==> src/rtl/core/esfd_pkg.sv <==
// shared types, codes and crc helper for the event stream frame decoder
package esfd_pkg;

  localparam int unsigned PreludeBytes = 12;
  localparam int unsigned MinMsgBytes  = 16;
  localparam logic [31:0] CrcPoly      = 32'hEDB88320;
  localparam logic [31:0] CrcInit      = 32'hFFFFFFFF;
  localparam logic [31:0] MaxLenReset  = 32'd16777216;

  typedef enum logic [2:0] {
    KIND_PRELUDE = 3'd0,
    KIND_NLEN    = 3'd1,
    KIND_NAME    = 3'd2,
    KIND_TYPE    = 3'd3,
    KIND_VALUE   = 3'd4,
    KIND_PAYLOAD = 3'd5,
    KIND_CRC     = 3'd6,
    KIND_DISCARD = 3'd7
  } byte_kind_e;

  typedef enum logic [2:0] {
    ST_BUSY     = 3'd0,
    ST_OK       = 3'd1,
    ST_BAD_LEN  = 3'd2,
    ST_PRE_CRC  = 3'd3,
    ST_MSG_CRC  = 3'd4,
    ST_BAD_HDR  = 3'd5,
    ST_UNUSED_A = 3'd6,
    ST_UNUSED_B = 3'd7
  } status_e;

  // header value type codes
  localparam logic [3:0] VT_TRUE   = 4'd0;
  localparam logic [3:0] VT_FALSE  = 4'd1;
  localparam logic [3:0] VT_INT8   = 4'd2;
  localparam logic [3:0] VT_INT16  = 4'd3;
  localparam logic [3:0] VT_INT32  = 4'd4;
  localparam logic [3:0] VT_INT64  = 4'd5;
  localparam logic [3:0] VT_BYTES  = 4'd6;
  localparam logic [3:0] VT_STRING = 4'd7;
  localparam logic [3:0] VT_TSTAMP = 4'd8;
  localparam logic [3:0] VT_UUID   = 4'd9;

  // error flag bits
  localparam int unsigned ErrHdr   = 0;
  localparam int unsigned ErrGuard = 1;
  localparam int unsigned ErrPre   = 2;

  function automatic logic [31:0] crc32_byte(input logic [31:0] crc, input logic [7:0] b);
    logic [31:0] c;
    c = crc ^ {24'd0, b};
    for (int i = 0; i < 8; i++) begin
      c = (c >> 1) ^ (CrcPoly & {32{c[0]}});
    end
    return c;
  endfunction

endpackage

==> src/rtl/core/event_stream_frame_decoder_top.sv <==
// event stream frame decoder: per-byte prelude, header and crc checking with a result register
//
// Takes one byte per cycle and gives one tagged result per byte, in the cycle
// after the transfer, at a sustained rate of one byte per clock. All parsing
// and the crc32 byte update sit between the input transfer and the result
// register, so a new byte can enter in the same cycle as the previous result
// is taken; while a result is held by out_stall_i the input is stalled. A
// length or prelude crc error halts the block until reset; halted bytes come
// out as discarded. max_message_length is written through cfg_we_i/cfg_wdata_i;
// the user must write it only while no byte is in flight; the block does not enforce this.
module event_stream_frame_decoder_top
  import esfd_pkg::*;
#(
  parameter int unsigned MAX_HEADERS = 32
) (
  input  logic               clk_i,
  input  logic               rst_ni,
  input  logic               cfg_we_i,
  input  logic [31:0]        cfg_wdata_i,
  input  logic               in_valid_i,
  output logic               in_stall_o,
  input  logic [7:0]         data_byte_i,
  output logic               out_valid_o,
  input  logic               out_stall_i,
  output logic [7:0]         byte_out_o,
  output logic [2:0]         byte_kind_o,
  output logic [5:0]         header_index_o,
  output logic [3:0]         val_code_o,
  output logic               value_done_o,
  output logic signed [63:0] val_int_o,
  output logic               message_end_o,
  output logic [2:0]         status_o,
  output logic               hdr_overflow_o
);

  typedef enum logic [2:0] {
    PH_NLEN  = 3'd0,
    PH_NAME  = 3'd1,
    PH_TYPE  = 3'd2,
    PH_VAL   = 3'd3,
    PH_LENHI = 3'd4,
    PH_LENLO = 3'd5,
    PH_ERR   = 3'd6
  } phase_e;

  logic        accept;
  logic [31:0] max_len_q;
  logic        halted_q, halted_d;
  logic [31:0] pos_q, pos_d;
  logic [31:0] tot_q, tot_d;
  logic [31:0] hl_q, hl_d;
  logic [31:0] crc_q, crc_d;
  logic [31:0] cap_q, cap_d;
  phase_e      phase_q, phase_d;
  logic [15:0] rem_q, rem_d;
  logic [3:0]  type_q, type_d;
  logic [63:0] acc_q, acc_d;
  logic [5:0]  hcnt_q, hcnt_d;
  logic [2:0]  flags_q, flags_d;
  logic        trunc_q, trunc_d;

  logic        out_valid_q;
  logic [7:0]  byte_q;
  byte_kind_e  kind_q, kind;
  logic [5:0]  hidx_q, hidx;
  logic [3:0]  vtype_q, vtype;
  logic        vdone_q, vdone;
  logic [63:0] ival_q, ival;
  logic        mend_q, mend;
  status_e     stat_q, stat;
  logic        tout_q, tout;

  logic [31:0] crc_next;
  logic [31:0] hdr_off;
  logic [7:0]  cap_byte;
  logic        fin;

  assign accept     = in_valid_i & ~in_stall_o;
  assign in_stall_o = out_valid_q & out_stall_i;
  assign crc_next   = crc32_byte(crc_q, data_byte_i);
  assign hdr_off    = pos_q - 32'(PreludeBytes);

  always_comb begin
    halted_d = halted_q;
    pos_d    = pos_q;
    tot_d    = tot_q;
    hl_d     = hl_q;
    crc_d    = crc_q;
    cap_d    = cap_q;
    phase_d  = phase_q;
    rem_d    = rem_q;
    type_d   = type_q;
    acc_d    = acc_q;
    hcnt_d   = hcnt_q;
    flags_d  = flags_q;
    trunc_d  = trunc_q;
    kind     = KIND_PRELUDE;
    hidx     = '0;
    vtype    = '0;
    vdone    = 1'b0;
    ival     = '0;
    mend     = 1'b0;
    stat     = ST_BUSY;
    tout     = 1'b0;
    fin      = 1'b0;
    cap_byte = '0;

    if (halted_q) begin
      kind = KIND_DISCARD;
    end else if (pos_q < 32'(PreludeBytes)) begin
      crc_d = crc_next;
      pos_d = pos_q + 32'd1;
      if (pos_q < 32'd4) begin
        tot_d = {tot_q[23:0], data_byte_i};
        if (pos_q == 32'd3 && (tot_d < 32'(MinMsgBytes) || tot_d > max_len_q)) begin
          mend     = 1'b1;
          stat     = ST_BAD_LEN;
          halted_d = 1'b1;
        end
      end else if (pos_q < 32'd8) begin
        hl_d = {hl_q[23:0], data_byte_i};
        if (pos_q == 32'd7) begin
          cap_d = ~crc_next;
          if ({1'b0, hl_d} + 33'(MinMsgBytes) > {1'b0, tot_q}) begin
            flags_d[ErrGuard] = 1'b1;
          end
        end
      end else begin
        case (pos_q[1:0])
          2'd0:    cap_byte = cap_q[31:24];
          2'd1:    cap_byte = cap_q[23:16];
          2'd2:    cap_byte = cap_q[15:8];
          default: cap_byte = cap_q[7:0];
        endcase
        if (cap_byte != data_byte_i) begin
          flags_d[ErrPre] = 1'b1;
        end
        if (pos_q == 32'd11 && flags_d[ErrPre]) begin
          mend     = 1'b1;
          stat     = ST_PRE_CRC;
          halted_d = 1'b1;
        end
      end
      tout = trunc_q & ~halted_d;
    end else if ({1'b0, pos_q} + 33'd4 >= {1'b0, tot_q}) begin
      kind  = KIND_CRC;
      cap_d = {cap_q[23:0], data_byte_i};
      if ({1'b0, pos_q} + 33'd1 >= {1'b0, tot_q}) begin
        mend = 1'b1;
        if (~crc_q != cap_d) begin
          stat = ST_MSG_CRC;
        end else if (flags_q[ErrGuard] | flags_q[ErrHdr]) begin
          stat = ST_BAD_HDR;
        end else begin
          stat = ST_OK;
        end
        tout    = trunc_q;
        pos_d   = '0;
        tot_d   = '0;
        hl_d    = '0;
        crc_d   = CrcInit;
        cap_d   = '0;
        phase_d = PH_NLEN;
        rem_d   = '0;
        type_d  = '0;
        acc_d   = '0;
        hcnt_d  = '0;
        flags_d = '0;
        trunc_d = 1'b0;
      end else begin
        pos_d = pos_q + 32'd1;
      end
    end else begin
      crc_d = crc_next;
      pos_d = pos_q + 32'd1;
      if (flags_q[ErrGuard]) begin
        kind = KIND_DISCARD;
      end else if (hdr_off < hl_q) begin
        if (phase_q == PH_ERR) begin
          kind = KIND_DISCARD;
        end else begin
          hidx = hcnt_q;
          case (phase_q)
            PH_NLEN: begin
              kind    = KIND_NLEN;
              rem_d   = {8'd0, data_byte_i};
              phase_d = (data_byte_i != 8'd0) ? PH_NAME : PH_TYPE;
            end
            PH_NAME: begin
              kind  = KIND_NAME;
              rem_d = rem_q - 16'd1;
              if (rem_d == 16'd0) begin
                phase_d = PH_TYPE;
              end
            end
            PH_TYPE: begin
              kind   = KIND_TYPE;
              type_d = data_byte_i[3:0];
              vtype  = data_byte_i[3:0];
              acc_d  = '0;
              if (data_byte_i > 8'd9) begin
                flags_d[ErrHdr] = 1'b1;
                phase_d         = PH_ERR;
              end else begin
                case (data_byte_i[3:0])
                  VT_TRUE, VT_FALSE: fin = 1'b1;
                  VT_INT8: begin
                    rem_d   = 16'd1;
                    phase_d = PH_VAL;
                  end
                  VT_INT16: begin
                    rem_d   = 16'd2;
                    phase_d = PH_VAL;
                  end
                  VT_INT32: begin
                    rem_d   = 16'd4;
                    phase_d = PH_VAL;
                  end
                  VT_INT64, VT_TSTAMP: begin
                    rem_d   = 16'd8;
                    phase_d = PH_VAL;
                  end
                  VT_BYTES, VT_STRING: phase_d = PH_LENHI;
                  default: begin
                    rem_d   = 16'd16;
                    phase_d = PH_VAL;
                  end
                endcase
              end
            end
            PH_LENHI: begin
              kind    = KIND_VALUE;
              vtype   = type_q;
              rem_d   = {data_byte_i, 8'd0};
              phase_d = PH_LENLO;
            end
            PH_LENLO: begin
              kind  = KIND_VALUE;
              vtype = type_q;
              rem_d = rem_q | {8'd0, data_byte_i};
              if (rem_d == 16'd0) begin
                fin = 1'b1;
              end else begin
                phase_d = PH_VAL;
              end
            end
            default: begin
              kind  = KIND_VALUE;
              vtype = type_q;
              acc_d = {acc_q[55:0], data_byte_i};
              rem_d = rem_q - 16'd1;
              if (rem_d == 16'd0) begin
                fin = 1'b1;
              end
            end
          endcase

          if (fin) begin
            vdone = 1'b1;
            case (type_d)
              VT_TRUE:             ival = 64'd1;
              VT_INT8:             ival = {{56{acc_d[7]}}, acc_d[7:0]};
              VT_INT16:            ival = {{48{acc_d[15]}}, acc_d[15:0]};
              VT_INT32:            ival = {{32{acc_d[31]}}, acc_d[31:0]};
              VT_INT64, VT_TSTAMP: ival = acc_d;
              default:             ival = '0;
            endcase
            if (hcnt_q < 6'(MAX_HEADERS)) begin
              hcnt_d = hcnt_q + 6'd1;
            end else begin
              trunc_d = 1'b1;
            end
            phase_d = PH_NLEN;
          end

          // header block ends inside a header
          if ({1'b0, hdr_off} + 33'd1 == {1'b0, hl_q}
              && phase_d != PH_NLEN && phase_d != PH_ERR) begin
            flags_d[ErrHdr] = 1'b1;
            phase_d         = PH_ERR;
          end
        end
      end else begin
        kind = KIND_PAYLOAD;
      end
      tout = trunc_d;
    end
  end

  always_ff @(posedge clk_i or negedge rst_ni) begin
    if (!rst_ni) begin
      max_len_q   <= MaxLenReset;
      halted_q    <= 1'b0;
      pos_q       <= '0;
      tot_q       <= '0;
      hl_q        <= '0;
      crc_q       <= CrcInit;
      cap_q       <= '0;
      phase_q     <= PH_NLEN;
      rem_q       <= '0;
      type_q      <= '0;
      acc_q       <= '0;
      hcnt_q      <= '0;
      flags_q     <= '0;
      trunc_q     <= 1'b0;
      out_valid_q <= 1'b0;
      byte_q      <= '0;
      kind_q      <= KIND_PRELUDE;
      hidx_q      <= '0;
      vtype_q     <= '0;
      vdone_q     <= 1'b0;
      ival_q      <= '0;
      mend_q      <= 1'b0;
      stat_q      <= ST_BUSY;
      tout_q      <= 1'b0;
    end else begin
      if (cfg_we_i) begin
        max_len_q <= cfg_wdata_i;
      end
      if (accept) begin
        halted_q <= halted_d;
        pos_q    <= pos_d;
        tot_q    <= tot_d;
        hl_q     <= hl_d;
        crc_q    <= crc_d;
        cap_q    <= cap_d;
        phase_q  <= phase_d;
        rem_q    <= rem_d;
        type_q   <= type_d;
        acc_q    <= acc_d;
        hcnt_q   <= hcnt_d;
        flags_q  <= flags_d;
        trunc_q  <= trunc_d;
        // result register, loaded on each input transfer
        byte_q   <= data_byte_i;
        kind_q   <= kind;
        hidx_q   <= hidx;
        vtype_q  <= vtype;
        vdone_q  <= vdone;
        ival_q   <= ival;
        mend_q   <= mend;
        stat_q   <= stat;
        tout_q   <= tout;
      end
      if (accept) begin
        out_valid_q <= 1'b1;
      end else if (!out_stall_i) begin
        out_valid_q <= 1'b0;
      end
    end
  end

  assign out_valid_o    = out_valid_q;
  assign byte_out_o     = byte_q;
  assign byte_kind_o    = kind_q;
  assign header_index_o = hidx_q;
  assign val_code_o     = vtype_q;
  assign value_done_o   = vdone_q;
  assign val_int_o      = ival_q;
  assign message_end_o  = mend_q;
  assign status_o       = stat_q;
  assign hdr_overflow_o = tout_q;

endmodule

==> config.mk <==
export PLATFORM = sky130hd
export DESIGN_NAME = event_stream_frame_decoder_top
export DESIGN_NICKNAME = d
export VERILOG_FILES = /design/src/rtl/core/esfd_pkg.sv /design/src/rtl/core/event_stream_frame_decoder_top.sv
export SDC_FILE = /design/constraint.sdc
export NUM_CORES = 1
export LEC_CHECK = 0
export BUFFER_PORTS_ARGS = -buffer_cell sky130_fd_sc_hd__buf_2
export CAP_MARGIN = 10
export CORE_MARGIN = 2
export CORE_UTILIZATION = 55
export CTS_BUF_LIST = sky130_fd_sc_hd__clkbuf_16
export DETAILED_ROUTE_END_ITERATION = 12
export PLACE_DENSITY = 0.76
export RECOVER_POWER = 50
export SYNTH_ARGS = -nofsm -noshare
export SYNTH_HDL_FRONTEND = slang
export SYNTH_SLANG_ARGS = --single-unit
==> constraint.sdc <==
create_clock -name clk_i -period 5.15 [get_ports clk_i]
set_clock_uncertainty 0.05 [all_clocks]
set_input_delay 1.545 -clock clk_i [delete_from_list [all_inputs] [get_ports clk_i]]
set_output_delay 1.545 -clock clk_i [all_outputs]
set_load 0.005 [all_outputs]
* Word level (Yosys, flattened, before mapping)
Index checks and enable logic that the tools add are counted.
** Word-level totals
- Output and inout bits :: 93
- Word-level logic and storage cells :: 321
- Memories :: 0
- Bits in registers :: 382
- Memory bits (writable) :: 0
- Memory bits (read-only) :: 0
- Latch bits :: 0
- Bits of input ports :: 45
** Operators by class
- Shifts and indexed selects :: 0
- Bitwise gates (word level) :: 20
- Muxes and demuxes :: 176
- Div/mod/pow operators :: 0
- Multiply operators :: 0
- $lt $le $gt $ge :: 11
- Eq/ne operators :: 40
- Reduce and logical (&&, ||, !) cells :: 40
- Add/sub/neg operators :: 8
** Operators by type and width (number)
- 64-bit two-way mux :: 12
- 32-bit two-way mux :: 19
- 64-bit one-hot mux with 5 select lines :: 1
- 31-bit by 32-bit bitwise XOR with 32-bit output :: 8
- 64-bit one-hot mux with 2 select lines :: 1
- 16-bit two-way mux :: 6
- 3-bit two-way mux :: 29
- 16-bit one-hot mux with 5 select lines :: 1
- 6-bit two-way mux :: 13
- 4-bit two-way mux :: 18
- 32-bit by 1-bit adder with 33-bit output, second input constant :: 2
- 33-bit by 32-bit greater-or-equal comparator with 1-bit output :: 2
- 32-bit by 4-bit < comparator with 1-bit output, second input constant :: 2
- 32-bit NOT :: 2
- 16-bit one-hot mux with 4 select lines :: 1
- 1-bit two-way mux :: 58
- 32-bit by 3-bit adder with 33-bit output, second input constant :: 1
- 32-bit by 5-bit adder with 33-bit output, second input constant :: 1
- 33-bit by 32-bit equality test with 1-bit output :: 1
- 33-bit by 32-bit greater-than comparator with 1-bit output :: 1
- 32-bit by 1-bit adder with 32-bit output, second input constant :: 1
- 32-bit by 2-bit equality test with 1-bit output, second input constant :: 1
- 32-bit by 3-bit equality test with 1-bit output, second input constant :: 1
- 32-bit by 4-bit equality test with 1-bit output, second input constant :: 1
- other kinds (57) :: 112

* Longest topological paths before layout
- Depth after elaboration :: 26
- Gate-level depth with buffers :: 22
- Depth with buffers taken out :: 18

* Worst setup path before layout
No wires, ideal clock.
- Path type :: register to register
- Start point :: register pos_q[4]
- End point :: register hl_q[12]
- Stages on the path, launching flop included :: 22
- Required time :: 4.966 ns
- Path buffers :: 4
- Setup slack :: 0.151 ns
- Arrival :: 4.816 ns
- Clock period less this slack :: 4.999 ns
- Setup time :: 0.134 ns
- Cell sequence :: dfrtp_1 -> buf_4 -> buf_1 -> nand3_1 -> nor4_1 -> nor2b_1 -> nand2b_1 -> nor2_1 -> nand4_1 -> xnor2_1 -> ha_1 -> nand3_1 -> or2_2 -> nor4_1 -> a211oi_1 -> o211ai_1 -> o21ai_1 -> a2111o_1 -> buf_2 -> clkbuf_1 -> nand2_1 -> o31ai_1
** Between the ends
- Cells in the longest elaborated chain, start to end :: 4
- Elaborated cells between the ends (all ways) :: 13
- Those cells by class :: add/sub (2); order compare (5); eq/ne (2); mux (1); reduce/logical (3)
** RTL lines
- start, declared :: RTL line event_stream_frame_decoder_top.sv:49 : logic [31:0] pos_q, pos_d;
- start signal, assigned :: RTL line event_stream_frame_decoder_top.sv:322 : pos_q <= pos_d;
- 32-bit by 1-bit adder with 33-bit output / 32-bit by 3-bit adder with 33-bit output (equally long branches) :: RTL line event_stream_frame_decoder_top.sv:148, event_stream_frame_decoder_top.sv:145
- 33-bit by 32-bit greater-or-equal comparator with 1-bit output, on equally long branches :: RTL line event_stream_frame_decoder_top.sv:148, event_stream_frame_decoder_top.sv:145
- 2-bit nonzero test (no source line)
- 6-bit AND reduction (no source line)
- end signal, assigned :: RTL line event_stream_frame_decoder_top.sv:324 : hl_q <= hl_d;
- end, declared :: RTL line event_stream_frame_decoder_top.sv:51 : logic [31:0] hl_q, hl_d;
Several ways; a longest one is shown, not always the timed one.
A chain may end at the register's enable or synchronous reset.

* Worst setup path after layout
- Start point :: register pos_q[2]
- End point :: register acc_q[23]
** Between the ends
- Cells in the longest elaborated chain, start to end :: 4
- Elaborated cells between the ends (all ways) :: 14
- Those cells by class :: add/sub (3); order compare (4); eq/ne (3); mux (1); bitwise (1); reduce/logical (2)
** RTL lines
- 32-bit by 3-bit adder with 33-bit output, or another cell as far along :: RTL line event_stream_frame_decoder_top.sv:145 : end else if ({1'b0, pos_q} + 33'd4 >= {1'b0, tot_q}) begin
- 33-bit by 32-bit greater-or-equal comparator with 1-bit output, or another cell as far along :: RTL line event_stream_frame_decoder_top.sv:145
- 2-bit by 1-bit != test with 1-bit output (no source line), or another cell as far along
- 7-bit AND reduction (no source line)
- end signal, assigned :: RTL line event_stream_frame_decoder_top.sv:302 : acc_q <= '0;
- end signal, assigned :: RTL line event_stream_frame_decoder_top.sv:330 : acc_q <= acc_d;
- end, declared :: RTL line event_stream_frame_decoder_top.sv:57 : logic [63:0] acc_q, acc_d;
Several ways; a longest one is shown, not always the timed one.

==> impl_metrics.toml <==
[yosys]
synth_fp_nets = 3264
synth_enable_flop_cells = 0
synthTopCellsByCount = "sky130_fd_sc_hd__nand2_1 (371), sky130_fd_sc_hd__dfrtp_1 (349), sky130_fd_sc_hd__o21ai_0 (277)"
synth_top_cells_by_area = "sky130_fd_sc_hd__dfrtp_1 (33%), sky130_fd_sc_hd__ha_1 (8.4%), sky130_fd_sc_hd__xnor2_1 (5.7%)"
syn-mean-instance-area_sq_um = 8.68
synth_flop_cell = "sky130_fd_sc_hd__dfrtp_1"
syn_area_sq_mm = 0.0264
synth_seq_area_share_pct = 36.4
post_synth_inst_count = 3042
number_of_unique_standard_cell_types_used_by_synthesis = 99
async_flop_share_pct = 100
synth_xor_area_share_pct = 8.90
yosysWarningCount = 0
ys_seq_elements = 382
synth-simple-area-share_pct = 18.3
netlist.area_leader.share_pct = 33.1
synth-compound-area-share_pct = 21.5
synth.mux.area_fraction_pct = 1.17
synth_fa_ha_area_share_pct = 8.39
synth_top_family_by_area = "compound AO/OA/AOI/OAI gates"
top_count_cell_post_synth = "sky130_fd_sc_hd__nand2_1"
netlist.top_cell.by_area = "sky130_fd_sc_hd__dfrtp_1"

[clock_network]
cts-root-to-sink-buffers = 3
cts_htree_levels = 2
tritoncts_clock_tree = "built"
cts.sinks = 382
clkSlewWorstSetupHoldPaths_ns = 0.06
cts_hold_buf = 0
number_of_buffers_created_by_cts = 44
clkLatencyLatePin_ns = 0.60
cts_root_buf = "sky130_fd_sc_hd__clkbuf_16"

[layout]
ff_latch_area_sq_mm = 0.00960
postLayoutCellArea_sq_mm = 0.0300
layout-drive-gt1-share_pct = 15.8
fillCellCount = 3972
antenna-diode-count = 0
syn_to_final_growth_pct = 13.7
final_nets = 3427
multiInputGateArea_sq_mm = 0.0155

[detailed_routing]
routedWlPerCell_um = 22.7
drt_pass1_iterations = 9
per_cell_via_count_in_the_routed_design = 6.42
route.layer.met1.wl_um = 36800
first_iter_violations = 2813
met2WireLength_um = 39600
postRouteAntennaNets = 0
num_vias = 24700
routed-wl-met3_um = 7280
finalWirelength_um = 87600
drc_errors = 0
maxUsedRoutingLayer = "met4"

[setup_path]
cp.buffers_inverters = 3
path_class = "flop to flop"
critical_path_required_ns = 5.58
critical_path.cell_chain = "ha_1 > nand3_1 > buf_4 > nor3_1 > nand3_1 > nor2_2 > xor2_1 > ha_1 > a21o_1 > a21o_1 > a21oi_1 > o21ai_0 > a221o_1 > a21o_1 > buf_4 > or2_2 > a21o_2 > buf_4 > a22o_1"
crit_path_top_delay_cell = "sky130_fd_sc_hd__a221o_1"
setup.reg_to_reg.worst_slack_ns = 0.14
reg2reg_to = "acc_q[23]"
crit_family = "compound AO/OA/AOI/OAI gates"
logic_depth_of_the_worst_setup_path_including_buffers = 19
crit_arrival_ns = 5.44
critical-path-max-stage-delay_ns = 0.45
launch_instance_of_the_worst_register_to_register_path = "pos_q[2]"
critical_path.max_fanout = 25
cp-start-kind = "flop"
depth_of_the_most_critical_reg_to_reg_path = 19
critical_path.endpoint_type = "flop"

[run_status]
violations = "capacitance limit, slew limit"
outcome = "finished with violations"

[global_routing]
gr-usage-all-layers_pct = 34.7
antenna_found_initial = 0
grt_first_pass_wirelength_um = 136000
via_count_of_the_first_global_routing_pass = 23800
grt_overflow_total = 0
grt_start_max_net_pins = 106

[die]
io_pins = 138
num_rows = 80
die_height_um = 223
dieWidth_um = 223
floorplan.die_area_sq_mm = 0.0498
initial_core_util_pct = 55.5
placeableCoreArea_sq_mm = 0.0475

[timing]
achievable-frequency_mhz = 200
finalMaxSlewViolations = 170
period_minus_slack_ns = 5.01
timing.setup.tns_ns = 0
unrepaired_setup_endpoints_after_global_routing = "no"
worst_slew_pin_slew_ns = 2.65
setup_viol_count_final = 0
final_hold_viol_count = 0
fin_crit_sh_pct = 97.3
relSlewSlack_pct = -76.8

[min_path]
min-delay-start = "status_o[0]"
holdPathEnd = "status_o[0]"
min-delay-path-class = "flop to flop"
min_path_cells = 1

[placement]
gpl.final_weighted_congestion = 0.985
numPortBuffers = 137
hpwl_um = 65100
dpl-instance-area_sq_mm = 0.0286

[power]
vdd_ir_drop_max_mv = 0.355
cellPowerDensity_mw_per_mm2 = 576
p_leak_nw = 13.7

[job]
max-cap-violations = 4
## cell families after synthesis
group                    Yosys count
XOR/XNOR                         258
flip-flops                       382
adder cells (fa/ha/maj)          177
multiplexers                      29
buffers and inverters            350
AO/OA/AOI/OAI                    849
AND/OR/NAND/NOR                  997
## sequential cells by signal, indices dropped and copies added (netlist names), 6 cells and up
register,cells
acc_q,64
val_int_o,64
cap_q,32
crc_q,32
hl_q,32
max_len_q,32
pos_q,32
tot_q,32
rem_q,16
byte_out_o,8
hcnt_q,6
header_index_o,6
## stage by stage
stage          instances  setup WS, ns  total power, mW  util (%)  hold WS [ns]
2_1_floorplan       3042         0.151             11.0         -         0.394
3_3_place_gp        3770         0.168             13.8      60.2         0.404
3_5_place_dp        3770        0.0918             14.0      60.2         0.412
4_1_cts             3846        0.0729             17.1      63.0         0.425
5_1_grt             3850       0.00621             18.4      63.1         0.443
6_report            3850         0.139             17.3      63.1         0.418
## cell type report
| class | instances | share of cell area [%] |
|---|---|---|
| Multi-Input combinational cell | 2310 | 51.8 |
| Sequential cell | 382 | 32.0 |
| Timing Repair Buffer | 327 | 7.41 |
| Clock buffer | 45 | 3.75 |
| Tap cell | 615 | 2.57 |
| Inverter | 140 | 1.75 |
| Clock inverter | 31 | 0.672 |
## placed cells by master (no fill, tap or decap), types with 63 or more instances in the layout
cell type and instances:
sky130_fd_sc_hd__buf_2 133, sky130_fd_sc_hd__inv_1 148, sky130_fd_sc_hd__xnor2_1 172, sky130_fd_sc_hd__nand4_1 76
sky130_fd_sc_hd__nand2_1 370, sky130_fd_sc_hd__a21oi_1 114, sky130_fd_sc_hd__a21o_1 63, sky130_fd_sc_hd__xor2_1 77
sky130_fd_sc_hd__buf_4 174, sky130_fd_sc_hd__dfrtp_1 347, sky130_fd_sc_hd__ha_1 177, sky130_fd_sc_hd__nor2_1 202
sky130_fd_sc_hd__o31ai_1 63, sky130_fd_sc_hd__o21ai_0 277, sky130_fd_sc_hd__nor3_1 81, sky130_fd_sc_hd__a22o_1 89
## worst register-to-register path: cells and delay by family, from the launching register on
family / cells / cell delay, ns
compound gates: 8 / 1.92
simple gates: 5 / 1.24
buf+inv: 3 / 0.65
fa+ha+maj: 2 / 0.46
flops: 1 / 0.37
xor+xnor: 1 / 0.21
## per-layer routing
layer	global-route usage (%)	vias to the layer above
li1	-	11200
met1	47.1	12100
met2	54.4	1144
met3	6.68	220
met4	14.8	0
met5	0	-
## power breakdown
part | total [mW] | switching [mW] | leakage [nW] | internal [mW]
registers | 4.34 | 0.704 | 5.01 | 3.64
logic | 10.0 | 6.13 | 7.96 | 3.86
clock network | 2.95 | 1.32 | 0.686 | 1.63
## timing repair
item / in CTS / in global routing
endpoints found under the setup margin: 0 / 220
gates resized for setup: 0 / 22
setup buffers: 0 / 4
hold endpoints to repair: 0 / 0
## worst max-delay path by stage
stage	start	to	slack, ns
after detailed placement	pos_q[6]	acc_q[20]	0.09
final	pos_q[2]	acc_q[23]	0.14
after floorplan	pos_q[4]	hl_q[12]	0.15
after global routing	pos_q[7]	rem_q[8]	0.006
after global placement	pos_q[6]	acc_q[13]	0.17
after CTS	pos_q[6]	acc_q[23]	0.07
Power figures use the tool's default switching activity.
